--- src/hw/rtl/whps_pkg.sv ---
// ----------------------------------------------------------------------------
// whps_pkg
// Shared types, parse phases, status codes and header tags for the audio
// file header sniffer and parser.
// ----------------------------------------------------------------------------
package whps_pkg;

    // one input byte of the file
    typedef struct packed {
        logic [7:0] data_byte;
        logic       end_of_stream;
    } in_item_t;

    // one status result
    typedef struct packed {
        logic [3:0]  status;
        logic [31:0] file_rate;
        logic        rate_mismatch;
    } out_item_t;

    // result handed from the parse core to the result register
    typedef struct packed {
        logic      valid;
        out_item_t item;
    } result_t;

    // parse phases
    typedef enum logic [3:0] {
        PH_MAGIC     = 4'd0,
        PH_RIFFLEN   = 4'd1,
        PH_WAVE      = 4'd2,
        PH_FMTID     = 4'd3,
        PH_FMTLEN    = 4'd4,
        PH_FORMAT    = 4'd5,
        PH_CHANNELS  = 4'd6,
        PH_RATE      = 4'd7,
        PH_AVG       = 4'd8,
        PH_ALIGN     = 4'd9,
        PH_BITS      = 4'd10,
        PH_FMTSKIP   = 4'd11,
        PH_CHUNKID   = 4'd12,
        PH_CHUNKLEN  = 4'd13,
        PH_CHUNKSKIP = 4'd14,
        PH_IDLE      = 4'd15
    } phase_t;

    // status codes
    typedef enum logic [3:0] {
        ST_WAV_OK    = 4'd0,
        ST_RAW       = 4'd1,
        ST_NIST      = 4'd2,
        ST_OGG       = 4'd3,
        ST_FLAC      = 4'd4,
        ST_MP3       = 4'd5,
        ST_NOT_WAVE  = 4'd6,
        ST_NO_FMT    = 4'd7,
        ST_NOT_PCM   = 4'd8,
        ST_NOT_MONO  = 4'd9,
        ST_NOT_16BIT = 4'd10,
        ST_TRUNCATED = 4'd11
    } status_t;

    // four-byte tags as read little-endian, first byte in the low bits
    localparam logic [31:0] TAG_RIFF = 32'h4646_4952;
    localparam logic [31:0] TAG_WAVE = 32'h4556_4157;
    localparam logic [31:0] TAG_FMT  = 32'h2074_6D66;
    localparam logic [31:0] TAG_DATA = 32'h6174_6164;
    localparam logic [31:0] TAG_NIST = 32'h5453_494E;
    localparam logic [31:0] TAG_OGGS = 32'h5367_674F;
    localparam logic [31:0] TAG_FLAC = 32'h4361_4C66;

    // mp3 prefix bytes
    localparam logic [15:0] MP3_LOW   = 16'hFFFF;
    localparam logic [7:0]  MP3_THIRD = 8'hFF;
    localparam logic [7:0]  MP3_ALT   = 8'hFE;

    // required fmt values
    localparam logic [31:0] FMT_PCM      = 32'd1;
    localparam logic [31:0] FMT_MONO     = 32'd1;
    localparam logic [31:0] FMT_BITS     = 32'd16;
    localparam logic [31:0] FMT_STD_LEN  = 32'd16;

endpackage

--- src/hw/rtl/whps_in_stage.sv ---
// ----------------------------------------------------------------------------
// whps_in_stage
// Input register: holds one byte until the parse core can take it.
// ----------------------------------------------------------------------------
module whps_in_stage
    import whps_pkg::*;
(
    input  logic     clk,
    input  logic     rst_n,
    input  logic     in_valid,
    output logic     in_stall,
    input  in_item_t in_data,
    input  logic     down_ready,
    output logic     step,
    output in_item_t item
);

    logic     valid_reg;
    in_item_t item_reg;
    logic     load;

    // hand the held byte on when the result side has room
    assign step     = valid_reg & down_ready;
    assign in_stall = valid_reg & ~down_ready;
    assign load     = in_valid & ~in_stall;
    assign item     = item_reg;

    // valid flag
    always_ff @(posedge clk or negedge rst_n)
    begin
        if (!rst_n)
        begin
            valid_reg <= 1'b0;
        end
        else if (load)
        begin
            valid_reg <= 1'b1;
        end
        else if (step)
        begin
            valid_reg <= 1'b0;
        end
    end

    // payload
    always_ff @(posedge clk)
    begin
        if (load)
        begin
            item_reg <= in_data;
        end
    end

endmodule

--- src/hw/rtl/whps_parse_core.sv ---
// ----------------------------------------------------------------------------
// whps_parse_core
// Parser state and the per-byte update: field assembly, tag and value
// checks, chunk skipping and the status decision.
// ----------------------------------------------------------------------------
module whps_parse_core
    import whps_pkg::*;
(
    input  logic        clk,
    input  logic        rst_n,
    input  logic        step,
    input  in_item_t    item,
    input  logic [31:0] expected_rate,
    output result_t     result
);

    phase_t      phase_reg,     phase_next;
    logic [1:0]  byte_cnt_reg,  byte_cnt_next;
    logic [31:0] shift_reg,     shift_next;
    logic [31:0] skip_reg,      skip_next;
    logic [31:0] fmt_len_reg,   fmt_len_next;
    logic [31:0] rate_reg,      rate_next;
    logic        decided_reg,   decided_next;
    logic        pad_reg,       pad_next;
    logic        seen_reg,      seen_next;
    logic        is_data_reg,   is_data_next;

    logic [31:0] field_val;
    logic [1:0]  cnt_inc;
    logic        two_byte;
    logic        in_skip;
    logic        in_field;
    logic        field_done;
    logic        emit_field;
    logic        emit;
    status_t     st_code;
    logic [31:0] out_rate;

    // field assembly
    always_comb
    begin
        field_val = shift_reg | ({24'd0, item.data_byte} << {byte_cnt_reg, 3'b000});
        cnt_inc   = byte_cnt_reg + 2'd1;
        two_byte  = (phase_reg == PH_FORMAT) || (phase_reg == PH_CHANNELS) ||
                    (phase_reg == PH_ALIGN) || (phase_reg == PH_BITS);
        in_skip   = !decided_reg &&
                    ((phase_reg == PH_FMTSKIP) || (phase_reg == PH_CHUNKSKIP));
        in_field  = !decided_reg && !in_skip && (phase_reg != PH_IDLE);
        field_done = in_field && (cnt_inc == (two_byte ? 2'd2 : 2'd0));
    end

    // status decision
    always_comb
    begin
        emit_field = 1'b0;
        st_code    = ST_TRUNCATED;
        if (field_done)
        begin
            case (phase_reg)
                PH_MAGIC:
                begin
                    if (field_val != TAG_RIFF)
                    begin
                        emit_field = 1'b1;
                        if (field_val == TAG_NIST)
                            st_code = ST_NIST;
                        else if (field_val == TAG_OGGS)
                            st_code = ST_OGG;
                        else if (field_val == TAG_FLAC)
                            st_code = ST_FLAC;
                        else if (field_val[15:0] == MP3_LOW &&
                                 (field_val[23:16] == MP3_THIRD ||
                                  field_val[23:16] == MP3_ALT))
                            st_code = ST_MP3;
                        else
                            st_code = ST_RAW;
                    end
                end
                PH_WAVE:
                begin
                    if (field_val != TAG_WAVE)
                    begin
                        emit_field = 1'b1;
                        st_code    = ST_NOT_WAVE;
                    end
                end
                PH_FMTID:
                begin
                    if (field_val != TAG_FMT)
                    begin
                        emit_field = 1'b1;
                        st_code    = ST_NO_FMT;
                    end
                end
                PH_FORMAT:
                begin
                    if (field_val != FMT_PCM)
                    begin
                        emit_field = 1'b1;
                        st_code    = ST_NOT_PCM;
                    end
                end
                PH_CHANNELS:
                begin
                    if (field_val != FMT_MONO)
                    begin
                        emit_field = 1'b1;
                        st_code    = ST_NOT_MONO;
                    end
                end
                PH_BITS:
                begin
                    if (field_val != FMT_BITS)
                    begin
                        emit_field = 1'b1;
                        st_code    = ST_NOT_16BIT;
                    end
                end
                PH_CHUNKLEN:
                begin
                    if (is_data_reg)
                    begin
                        emit_field = 1'b1;
                        st_code    = ST_WAV_OK;
                    end
                end
                default:
                begin
                    emit_field = 1'b0;
                end
            endcase
        end
        // end of stream before any decision reports truncation
        emit = emit_field ||
               (item.end_of_stream && !decided_reg && (phase_reg != PH_IDLE));
    end

    // next state
    always_comb
    begin
        phase_next    = phase_reg;
        byte_cnt_next = byte_cnt_reg;
        shift_next    = shift_reg;
        skip_next     = skip_reg;
        fmt_len_next  = fmt_len_reg;
        rate_next     = rate_reg;
        decided_next  = decided_reg;
        pad_next      = pad_reg;
        seen_next     = seen_reg;
        is_data_next  = is_data_reg;

        if (in_skip)
        begin
            if (skip_reg != 32'd0)
                skip_next = skip_reg - 32'd1;
            else
                pad_next = 1'b0;
            if (skip_next == 32'd0 && !pad_next)
                phase_next = PH_CHUNKID;
        end
        else if (in_field)
        begin
            shift_next    = field_val;
            byte_cnt_next = cnt_inc;
            if (field_done)
            begin
                byte_cnt_next = 2'd0;
                shift_next    = 32'd0;
                case (phase_reg)
                    PH_MAGIC:    phase_next = PH_RIFFLEN;
                    PH_RIFFLEN:  phase_next = PH_WAVE;
                    PH_WAVE:     phase_next = PH_FMTID;
                    PH_FMTID:    phase_next = PH_FMTLEN;
                    PH_FMTLEN:
                    begin
                        fmt_len_next = field_val;
                        phase_next   = PH_FORMAT;
                    end
                    PH_FORMAT:   phase_next = PH_CHANNELS;
                    PH_CHANNELS: phase_next = PH_RATE;
                    PH_RATE:
                    begin
                        rate_next  = field_val;
                        seen_next  = 1'b1;
                        phase_next = PH_AVG;
                    end
                    PH_AVG:      phase_next = PH_ALIGN;
                    PH_ALIGN:    phase_next = PH_BITS;
                    PH_BITS:
                    begin
                        // extra fmt bytes plus pad when the length is odd
                        if (fmt_len_reg > FMT_STD_LEN)
                        begin
                            skip_next  = fmt_len_reg - FMT_STD_LEN;
                            pad_next   = fmt_len_reg[0];
                            phase_next = PH_FMTSKIP;
                        end
                        else
                        begin
                            phase_next = PH_CHUNKID;
                        end
                    end
                    PH_CHUNKID:
                    begin
                        is_data_next = (field_val == TAG_DATA);
                        phase_next   = PH_CHUNKLEN;
                    end
                    PH_CHUNKLEN:
                    begin
                        skip_next  = field_val;
                        pad_next   = field_val[0];
                        phase_next = (field_val == 32'd0) ? PH_CHUNKID : PH_CHUNKSKIP;
                    end
                    default:
                    begin
                        phase_next = phase_reg;
                    end
                endcase
            end
        end
        else if (!decided_reg)
        begin
            decided_next = 1'b1;
        end

        if (emit)
        begin
            decided_next = 1'b1;
            phase_next   = PH_IDLE;
        end

        // restart after the last byte of a file
        if (item.end_of_stream)
        begin
            phase_next    = PH_MAGIC;
            byte_cnt_next = 2'd0;
            shift_next    = 32'd0;
            skip_next     = 32'd0;
            fmt_len_next  = 32'd0;
            rate_next     = 32'd0;
            decided_next  = 1'b0;
            pad_next      = 1'b0;
            seen_next     = 1'b0;
            is_data_next  = 1'b0;
        end
    end

    // result fields, rate as it stands after this byte
    always_comb
    begin
        if (field_done && phase_reg == PH_RATE)
            out_rate = field_val;
        else
            out_rate = seen_reg ? rate_reg : 32'd0;
        result.valid              = step & emit;
        result.item.status        = st_code;
        result.item.file_rate     = out_rate;
        result.item.rate_mismatch = ((field_done && phase_reg == PH_RATE) || seen_reg) &&
                                    (expected_rate != 32'd0) &&
                                    (expected_rate != out_rate);
    end

    // state registers
    always_ff @(posedge clk or negedge rst_n)
    begin
        if (!rst_n)
        begin
            phase_reg    <= PH_MAGIC;
            byte_cnt_reg <= 2'd0;
            shift_reg    <= 32'd0;
            skip_reg     <= 32'd0;
            fmt_len_reg  <= 32'd0;
            rate_reg     <= 32'd0;
            decided_reg  <= 1'b0;
            pad_reg      <= 1'b0;
            seen_reg     <= 1'b0;
            is_data_reg  <= 1'b0;
        end
        else if (step)
        begin
            phase_reg    <= phase_next;
            byte_cnt_reg <= byte_cnt_next;
            shift_reg    <= shift_next;
            skip_reg     <= skip_next;
            fmt_len_reg  <= fmt_len_next;
            rate_reg     <= rate_next;
            decided_reg  <= decided_next;
            pad_reg      <= pad_next;
            seen_reg     <= seen_next;
            is_data_reg  <= is_data_next;
        end
    end

endmodule

--- src/hw/rtl/whps_out_stage.sv ---
// ----------------------------------------------------------------------------
// whps_out_stage
// Result register: holds one status result until the sink takes it.
// ----------------------------------------------------------------------------
module whps_out_stage
    import whps_pkg::*;
(
    input  logic      clk,
    input  logic      rst_n,
    input  result_t   result,
    output logic      can_load,
    output logic      out_valid,
    input  logic      out_stall,
    output out_item_t out_data
);

    logic      valid_reg;
    out_item_t data_reg;

    // room when empty or when the held result transfers this cycle
    assign can_load  = ~valid_reg | ~out_stall;
    assign out_valid = valid_reg;
    assign out_data  = data_reg;

    // valid flag
    always_ff @(posedge clk or negedge rst_n)
    begin
        if (!rst_n)
        begin
            valid_reg <= 1'b0;
        end
        else if (can_load)
        begin
            valid_reg <= result.valid;
        end
    end

    // payload
    always_ff @(posedge clk)
    begin
        if (can_load && result.valid)
        begin
            data_reg <= result.item;
        end
    end

endmodule

--- src/hw/rtl/wav_header_sniff_parser.sv ---
// ----------------------------------------------------------------------------
// wav_header_sniff_parser
// Byte-serial sniffer for audio file magics with a WAVE/fmt header parser
// that reports one status result per file.
// ----------------------------------------------------------------------------
//  channel   direction  handshake              payload
//  in        sink       in_valid / in_stall    in_item_t  (byte, end mark)
//  out       source     out_valid / out_stall  out_item_t (status, rate, flag)
//  cfg       sink       cfg_valid / cfg_ready  32-bit expected rate
//
//  one byte per cycle while no result is stalled; a byte goes through the
//  input register and the parse step into the result register, so out_valid
//  rises when the result register takes the result of the deciding byte.
//  reset clears the parser to the magic phase and the expected rate to zero.
//  a stalled result holds the parse step; an empty input register still takes
//  one more byte, then in_stall rises. cfg_ready is always high.
// ----------------------------------------------------------------------------
module wav_header_sniff_parser
    import whps_pkg::*;
(
    input  logic        clk,
    input  logic        rst_n,
    input  logic        in_valid,
    output logic        in_stall,
    input  in_item_t    in_data,
    output logic        out_valid,
    input  logic        out_stall,
    output out_item_t   out_data,
    input  logic        cfg_valid,
    output logic        cfg_ready,
    input  logic [31:0] cfg_data
);

    logic [31:0] expected_rate_reg;
    logic        can_load;
    logic        step;
    in_item_t    item;
    result_t     result;

    assign cfg_ready = 1'b1;

    // expected rate register
    always_ff @(posedge clk or negedge rst_n)
    begin
        if (!rst_n)
        begin
            expected_rate_reg <= 32'd0;
        end
        else if (cfg_valid && cfg_ready)
        begin
            expected_rate_reg <= cfg_data;
        end
    end

    // input register
    whps_in_stage u_in_stage (
        .clk        (clk),
        .rst_n      (rst_n),
        .in_valid   (in_valid),
        .in_stall   (in_stall),
        .in_data    (in_data),
        .down_ready (can_load),
        .step       (step),
        .item       (item)
    );

    // parse step
    whps_parse_core u_parse_core (
        .clk           (clk),
        .rst_n         (rst_n),
        .step          (step),
        .item          (item),
        .expected_rate (expected_rate_reg),
        .result        (result)
    );

    // result register
    whps_out_stage u_out_stage (
        .clk       (clk),
        .rst_n     (rst_n),
        .result    (result),
        .can_load  (can_load),
        .out_valid (out_valid),
        .out_stall (out_stall),
        .out_data  (out_data)
    );

endmodule

--- config.mk ---
export PLATFORM = sky130hd
export DESIGN_NAME = wav_header_sniff_parser
export DESIGN_NICKNAME = d
export VERILOG_FILES = /design/src/hw/rtl/whps_pkg.sv /design/src/hw/rtl/whps_in_stage.sv /design/src/hw/rtl/whps_parse_core.sv /design/src/hw/rtl/whps_out_stage.sv /design/src/hw/rtl/wav_header_sniff_parser.sv
export SDC_FILE = /design/constraint.sdc
export NUM_CORES = 1
export LEC_CHECK = 0
export BUFFER_PORTS_ARGS = -buffer_cell sky130_fd_sc_hd__buf_2
export CAP_MARGIN = 20
export CORE_MARGIN = 4
export CORE_UTILIZATION = 40
export CTS_CLUSTER_DIAMETER = 40
export CTS_CLUSTER_SIZE = 25
export DETAILED_ROUTE_END_ITERATION = 8
export GPL_TIMING_DRIVEN = 0
export PLACE_DENSITY = 0.7
export RECOVER_POWER = 25
export SLEW_MARGIN = 20
export SYNTH_ARGS = -nofsm -noshare
export SYNTH_HDL_FRONTEND = slang
export SYNTH_SLANG_ARGS = --single-unit
--- constraint.sdc ---
create_clock -name clk -period 4.35 [get_ports clk]
set_input_delay 0.435 -clock clk [delete_from_list [all_inputs] [get_ports clk]]
set_output_delay 0.435 -clock clk [all_outputs]
set_load 0.02 [all_outputs]
* Yosys cells after proc, flatten, opt, wreduce, memory -nomap -nowiden
Cells that the tools add are included.
Operators by class: equality and inequality tests 34, order comparisons 1, add/subtract/negate cells 3, bitwise operators 10, mux-type cells 82, reductions and logical operators 47, shifts and indexed selects 1
Operator list (count):
- $mux W32 | 23
- $eq A32 B31 Y1 const B | 4
- $logic_not A32 Y1 | 2
- $ne A32 B31 Y1 const B | 2
- $pmux W32 S2 | 1
- $reduce_bool A32 Y1 | 2
- $mux W4 | 13
- $pmux W4 S13 | 1
- $gt A32 B5 Y1 const B | 1
- $ne A32 B1 Y1 const B | 1
- $ne A32 B30 Y1 const B | 1
- $ne A32 B32 Y1 | 1
- $ne A32 B5 Y1 const B | 1
- $or A32 B32 Y32 | 1
- $shl A8 B5 Y32 | 1
- $sub A32 B1 Y32 const B | 1
- $sub A32 B5 Y32 const B | 1
- $mux W1 | 31
- $eq A4 B4 Y1 const B | 7
- $pmux W4 S7 | 1
- $reduce_and A5 Y1 | 5
- $eq A16 B16 Y1 const B | 1
- $eq A4 B3 Y1 const B | 4
- $eq A8 B8 Y1 const B | 2
- 25 further kinds | 70
Storage, ports and cells: bits in registers 218, word-level logic and storage cells 196

* Logic depth before layout (Yosys ltp)
word-level depth 12, gate-level depth with buffers 12, mapped depth without buffers 11

* Cells and area by module
From an unflattened synthesis, not the netlist that was laid out.
Second synthesis, totals: cell total of the unflattened synthesis 1421, area, all modules 12664.6 um2
Modules (own cells, without submodules):
- whps_parse_core | times used 1, cells an instance 1295, area each 9815.7 um2
- wav_header_sniff_parser | times used 1, cells an instance 70, area each 1356.3 um2
- whps_out_stage | times used 1, cells an instance 41, area each 1158.6 um2
- whps_in_stage | times used 1, cells an instance 15, area each 334.1 um2

* Worst setup path before layout
No wires, ideal clock.
path kind register -> register, start point reg u_parse_core.byte_cnt_reg[0], end point reg u_out_stage.data_reg, in the netlist u_out_stage.out_data[0] (enable), required time 3.919 ns, stages on the path, launching flop included 12, setup slack 0.141 ns, path buffers 2, arrival time 3.777 ns, cell sequence dfrtp_1 buf_4 and2b_1 buf_6 a21oi_1 or3_1 nor4b_1 and4_1 a211o_1 a31oi_2 nor2_1 nor2_1
Between the ends: longest elaborated chain between the ends 9
RTL lines:
- from (decl) | line whps_parse_core.sv:18 | logic [1:0] byte_cnt_reg, byte_cnt_next;
- from (signal assigned) | line whps_parse_core.sv:282 | byte_cnt_reg <= byte_cnt_next;
- $shl A8 B5 Y32 | line whps_parse_core.sv:42 | field_val = shift_reg | ({24'd0, item.data_byte} << {byte_cnt_reg, 3'b000});
- $or A32 B32 Y32 | line whps_parse_core.sv:42
- $ne A32 B5 Y1, or another cell as far along | line whps_parse_core.sv:113 | if (field_val != FMT_BITS)
- $mux W1, on equally long branches
- $pmux W1 S6 | line whps_parse_core.sv:59 | case (phase_reg)
- $mux W1 * | line whps_parse_core.sv:57 | if (field_done)
- $logic_or A1 B1 Y1 * | line whps_parse_core.sv:134 | emit = emit_field ||
- $and A1 B1 Y1 * | line whps_parse_core.sv:255 | result.valid = step & emit;
- $logic_and A1 B1 Y1 * | line whps_out_stage.sv:41 | if (can_load && result.valid)
- to (signal assigned) | line whps_out_stage.sv:43 | data_reg <= result.item;
- to (decl) | line whps_out_stage.sv:18 | out_item_t data_reg;
Mark *: on every way between the ends. The rest lies on a longest branch, timed or not. A chain may end at the register's enable or synchronous reset.

* Worst setup path in the final report
start point reg u_parse_core.byte_cnt_reg[1], end point reg u_out_stage.data_reg, in the netlist u_out_stage.out_data[7] (enable)
The elaborated chain is that of the path after synthesis.

==> impl_results.md <==
- Outcome: finished, violations left
- Failing checks: max-capacitance violations, max-slew violations
- Total CTS buffers: 34
- Drt wl/cell: 22.52 um
- Post-synth top flop: dfrtp_1
- Final WL: 42.44 mm
- RSZ-0062 raised after global routing: no
- Worst path required time: 4620 ps
- Max FFs per register: 37
- Root Driver: clkbuf_16
- Leak Pwr: 5.636 nW
- Setup crit start kind: register
- Placed cell area: 0.01315 mm^2
- Hold crit path type: input pin to register
- PnR worst setup slack: 161.6 ps
- H-tree level count: 2
- Die ar.: 0.03328 mm^2
- ANT cells: 0
- Clock period minus worst slack: 4188 ps
- Max-slew headroom: -41.81%
- Power Density: 657.2 mW/mm^2
- Flops & latches, synth: 218
- Slew at the pin with the worst max-slew slack: 2127 ps
- Overall die width: 182.4 um
- Post-synth EDFFs: 46
- Row cnt: 63
- Synthesized Nets: 1396
- Starting Density: 40.85%
- Final antenna-violating net count: 0
- Critical path origin: u_parse_core.byte_cnt_reg[1]
- Final instance area: 0.01435 mm^2
- Seq/Total Area, Yosys: 46.71%
- DR vias/cell: 6.207
- CTS tree: yes
- Hold Vio Cnt, Final: 0
- Crit path depth: 12
- Syn Inst Count: 1346
- Slew Viols, Final: 83
- Crit-path slowest cell: a21oi_1
- Setup crit end kind: register
- R2R Path Start: u_parse_core.byte_cnt_reg[1]
- First-pass GRT wire length: 65.81 mm
- Arrival time worst endpoint: 4450 ps
- Setup Skew: 24.93 ps
- CTS sink count: 218
- Mapped Area: 0.01217 mm^2
- Vias: 11690
- Layout area overhead: 17.86%
- Synth top area share: 35.36%
- # setup viols final: 0
- Initial DRT Pass Iterations: 6
- Nets@finish: 1518
- Critical path, cell by cell: buf_6, nor2b_1, buf_2, a21oi_1, and3_1, nand4_1, or4_4, a22oi_2, a31oi_2, nor2_1, nor2_4, buf_16
- Grt ovf: 0
- Dpl ws: 137.5 ps
- Clock Latency Late Sink: 520 ps
- Layout cells sized above 1: 15.06%
- Clock buffer depth: 3
- Reg-to-reg slack, setup: 160 ps
- Reg-to-reg endpoint: u_out_stage.out_data[7]
- Cell accounting for the most synthesized area: dfrtp_1
- CP endpoint: u_out_stage.out_data[7]
- Vias in the first global route: 11560
- Detailed Route Iter0 Violations: 1353
- Critical path class: register to register
- Yosys warns: 0
- Fin util: 48.14%
- Largest cells by area after synthesis: dfrtp_1 35%, edfxtp_1 11%, nand2_1 5.2%, o21ai_0 4.9%, a21oi_1 4.4%
- Largest net degree at the start of global routing: 91
- Worst IR Drop VDD: 620.8 uV
- Initial antenna violation count: 0
- Die span in y: 182.4 um
- Final period utilization: 96.29%
- Syn Area/Cell: 9.043 um^2
- Synth cell types: 75
- Clock slew seen by the registers of the worst setup and hold paths: 50 ps
- Port bufs: 83
- Bufs and invs on worst path: 3
- Worst reg-to-reg path cell count: 12
- Critical Path Max Stage Delay: 970 ps
- Core area: 0.02980 mm^2
- Max Freq: 238.8 MHz
- Most common cell in the netlist: dfrtp_1
- CP delay by family, top: simple AND/OR/NAND/NOR gates
- Routability cong.: 0.9914
- Asr flop ratio synth: 78.90%
- DRC errors left: 0
- Crit Path Max Fanout: 19
- Maxcap violations: 1
- Synth top cells by count: 172 x dfrtp_1, 167 x nand2_1, 119 x o21ai_0
- Post-DP HPWL: 30.58 mm
- Top Ports: 86
- Overall Global Routing Usage: 24.93%
-- power by group --
group | switching, W | internal [W]
Clock | 0.00103 | 0.00172
Sequential | 0.000380 | 0.00248
Combinational | 0.00255 | 0.00126
-- how the worst min path moves through the flow --
stage | startpoint | end | cells after the start
6_report | in_data[5] | u_in_stage.item[5] | 1
3_5_place_dp | u_parse_core.rate_reg[18] | u_parse_core.rate_reg[18] | 2
3_3_place_gp | u_parse_core.rate_reg[18] | u_parse_core.rate_reg[18] | 2
4_1_cts | in_data[5] | u_in_stage.item[5] | 1
5_1_grt | in_data[4] | u_in_stage.item[4] | 1
2_1_floorplan | rst_n | expected_rate_reg[0] | 0
-- per-layer routing --
metal	GRT usage, %	vias up	part of all wire, %
met5	0	-	0
met3	5.521	152	8.7
met2	39.40	628	47
met4	11.53	0	4.7
met1	32.80	5710	40
li1	-	5204	-
-- stage by stage --
| step | hold WS (ps) | TNS [ps] | instances | power [W] |
|---|---|---|---|---|
| floorplan | 139.4 | 0 | 1346 | 0.005310 |
| finish | 99.53 | 0 | 1884 | 0.009428 |
| CTS | 87.61 | 0 | 1884 | 0.009331 |
| global placement | 460.8 | -61810 | 1819 | 0.006491 |
| detailed placement | 466.4 | 0 | 1821 | 0.006548 |
| global route | 94.33 | 0 | 1884 | 0.009886 |
-- final cells by class --
cell class / instances / area (um^2)
flip-flops and latches: 218 / 5685
clock inverters: 20 / 201.4
repair buffers: 86 / 480.5
well taps: 390 / 488.0
fillers: 2805 / 15450
inverters: 21 / 78.83
multi-input cells: 1015 / 6065
plain buffers: 92 / 381.6
clock buffers: 42 / 964.7
-- cell usage in the layout (no fill, tap or decap), types with 32 or more instances in the layout --
master / n
nor4_1: 32
nor3_1: 39
edfxtp_1: 46
nand2_1: 167
nor2_1: 99
clkbuf_16: 37
xnor2_1: 49
nand3_1: 49
clkbuf_1: 71
buf_2: 93
mux2_2: 36
o31ai_1: 66
dfrtp_1: 172
a21oi_1: 102
o21ai_0: 119
-- kinds of logic after synthesis --
kind of cell | share of synthesized area, %
simple gates | 21.05
compound gates | 19.68
other cells | 0.03081
flops | 46.71
mux | 3.588
fa+ha+maj | 0.4112
xor+xnor | 4.749
buf+inv | 3.783
-- worst reg2reg max path, delay by kind of cell (launching register included) --
family / cells / cell delay [ps]
and+or+nand+nor: 6 / 1590
AOI/OAI and AO/OA: 3 / 1380
buffers and inverters: 3 / 580
DFF: 1 / 400
-- timing repair --
action | in CTS | in global routing
resized for setup | 0 | 4
buffers inserted | 0 | 0
hold endpoints to repair | 82 | 0
hold buffers | 1 | 0
setup endpoints to repair | 0 | 19
Power figures use the tool's default switching activity.
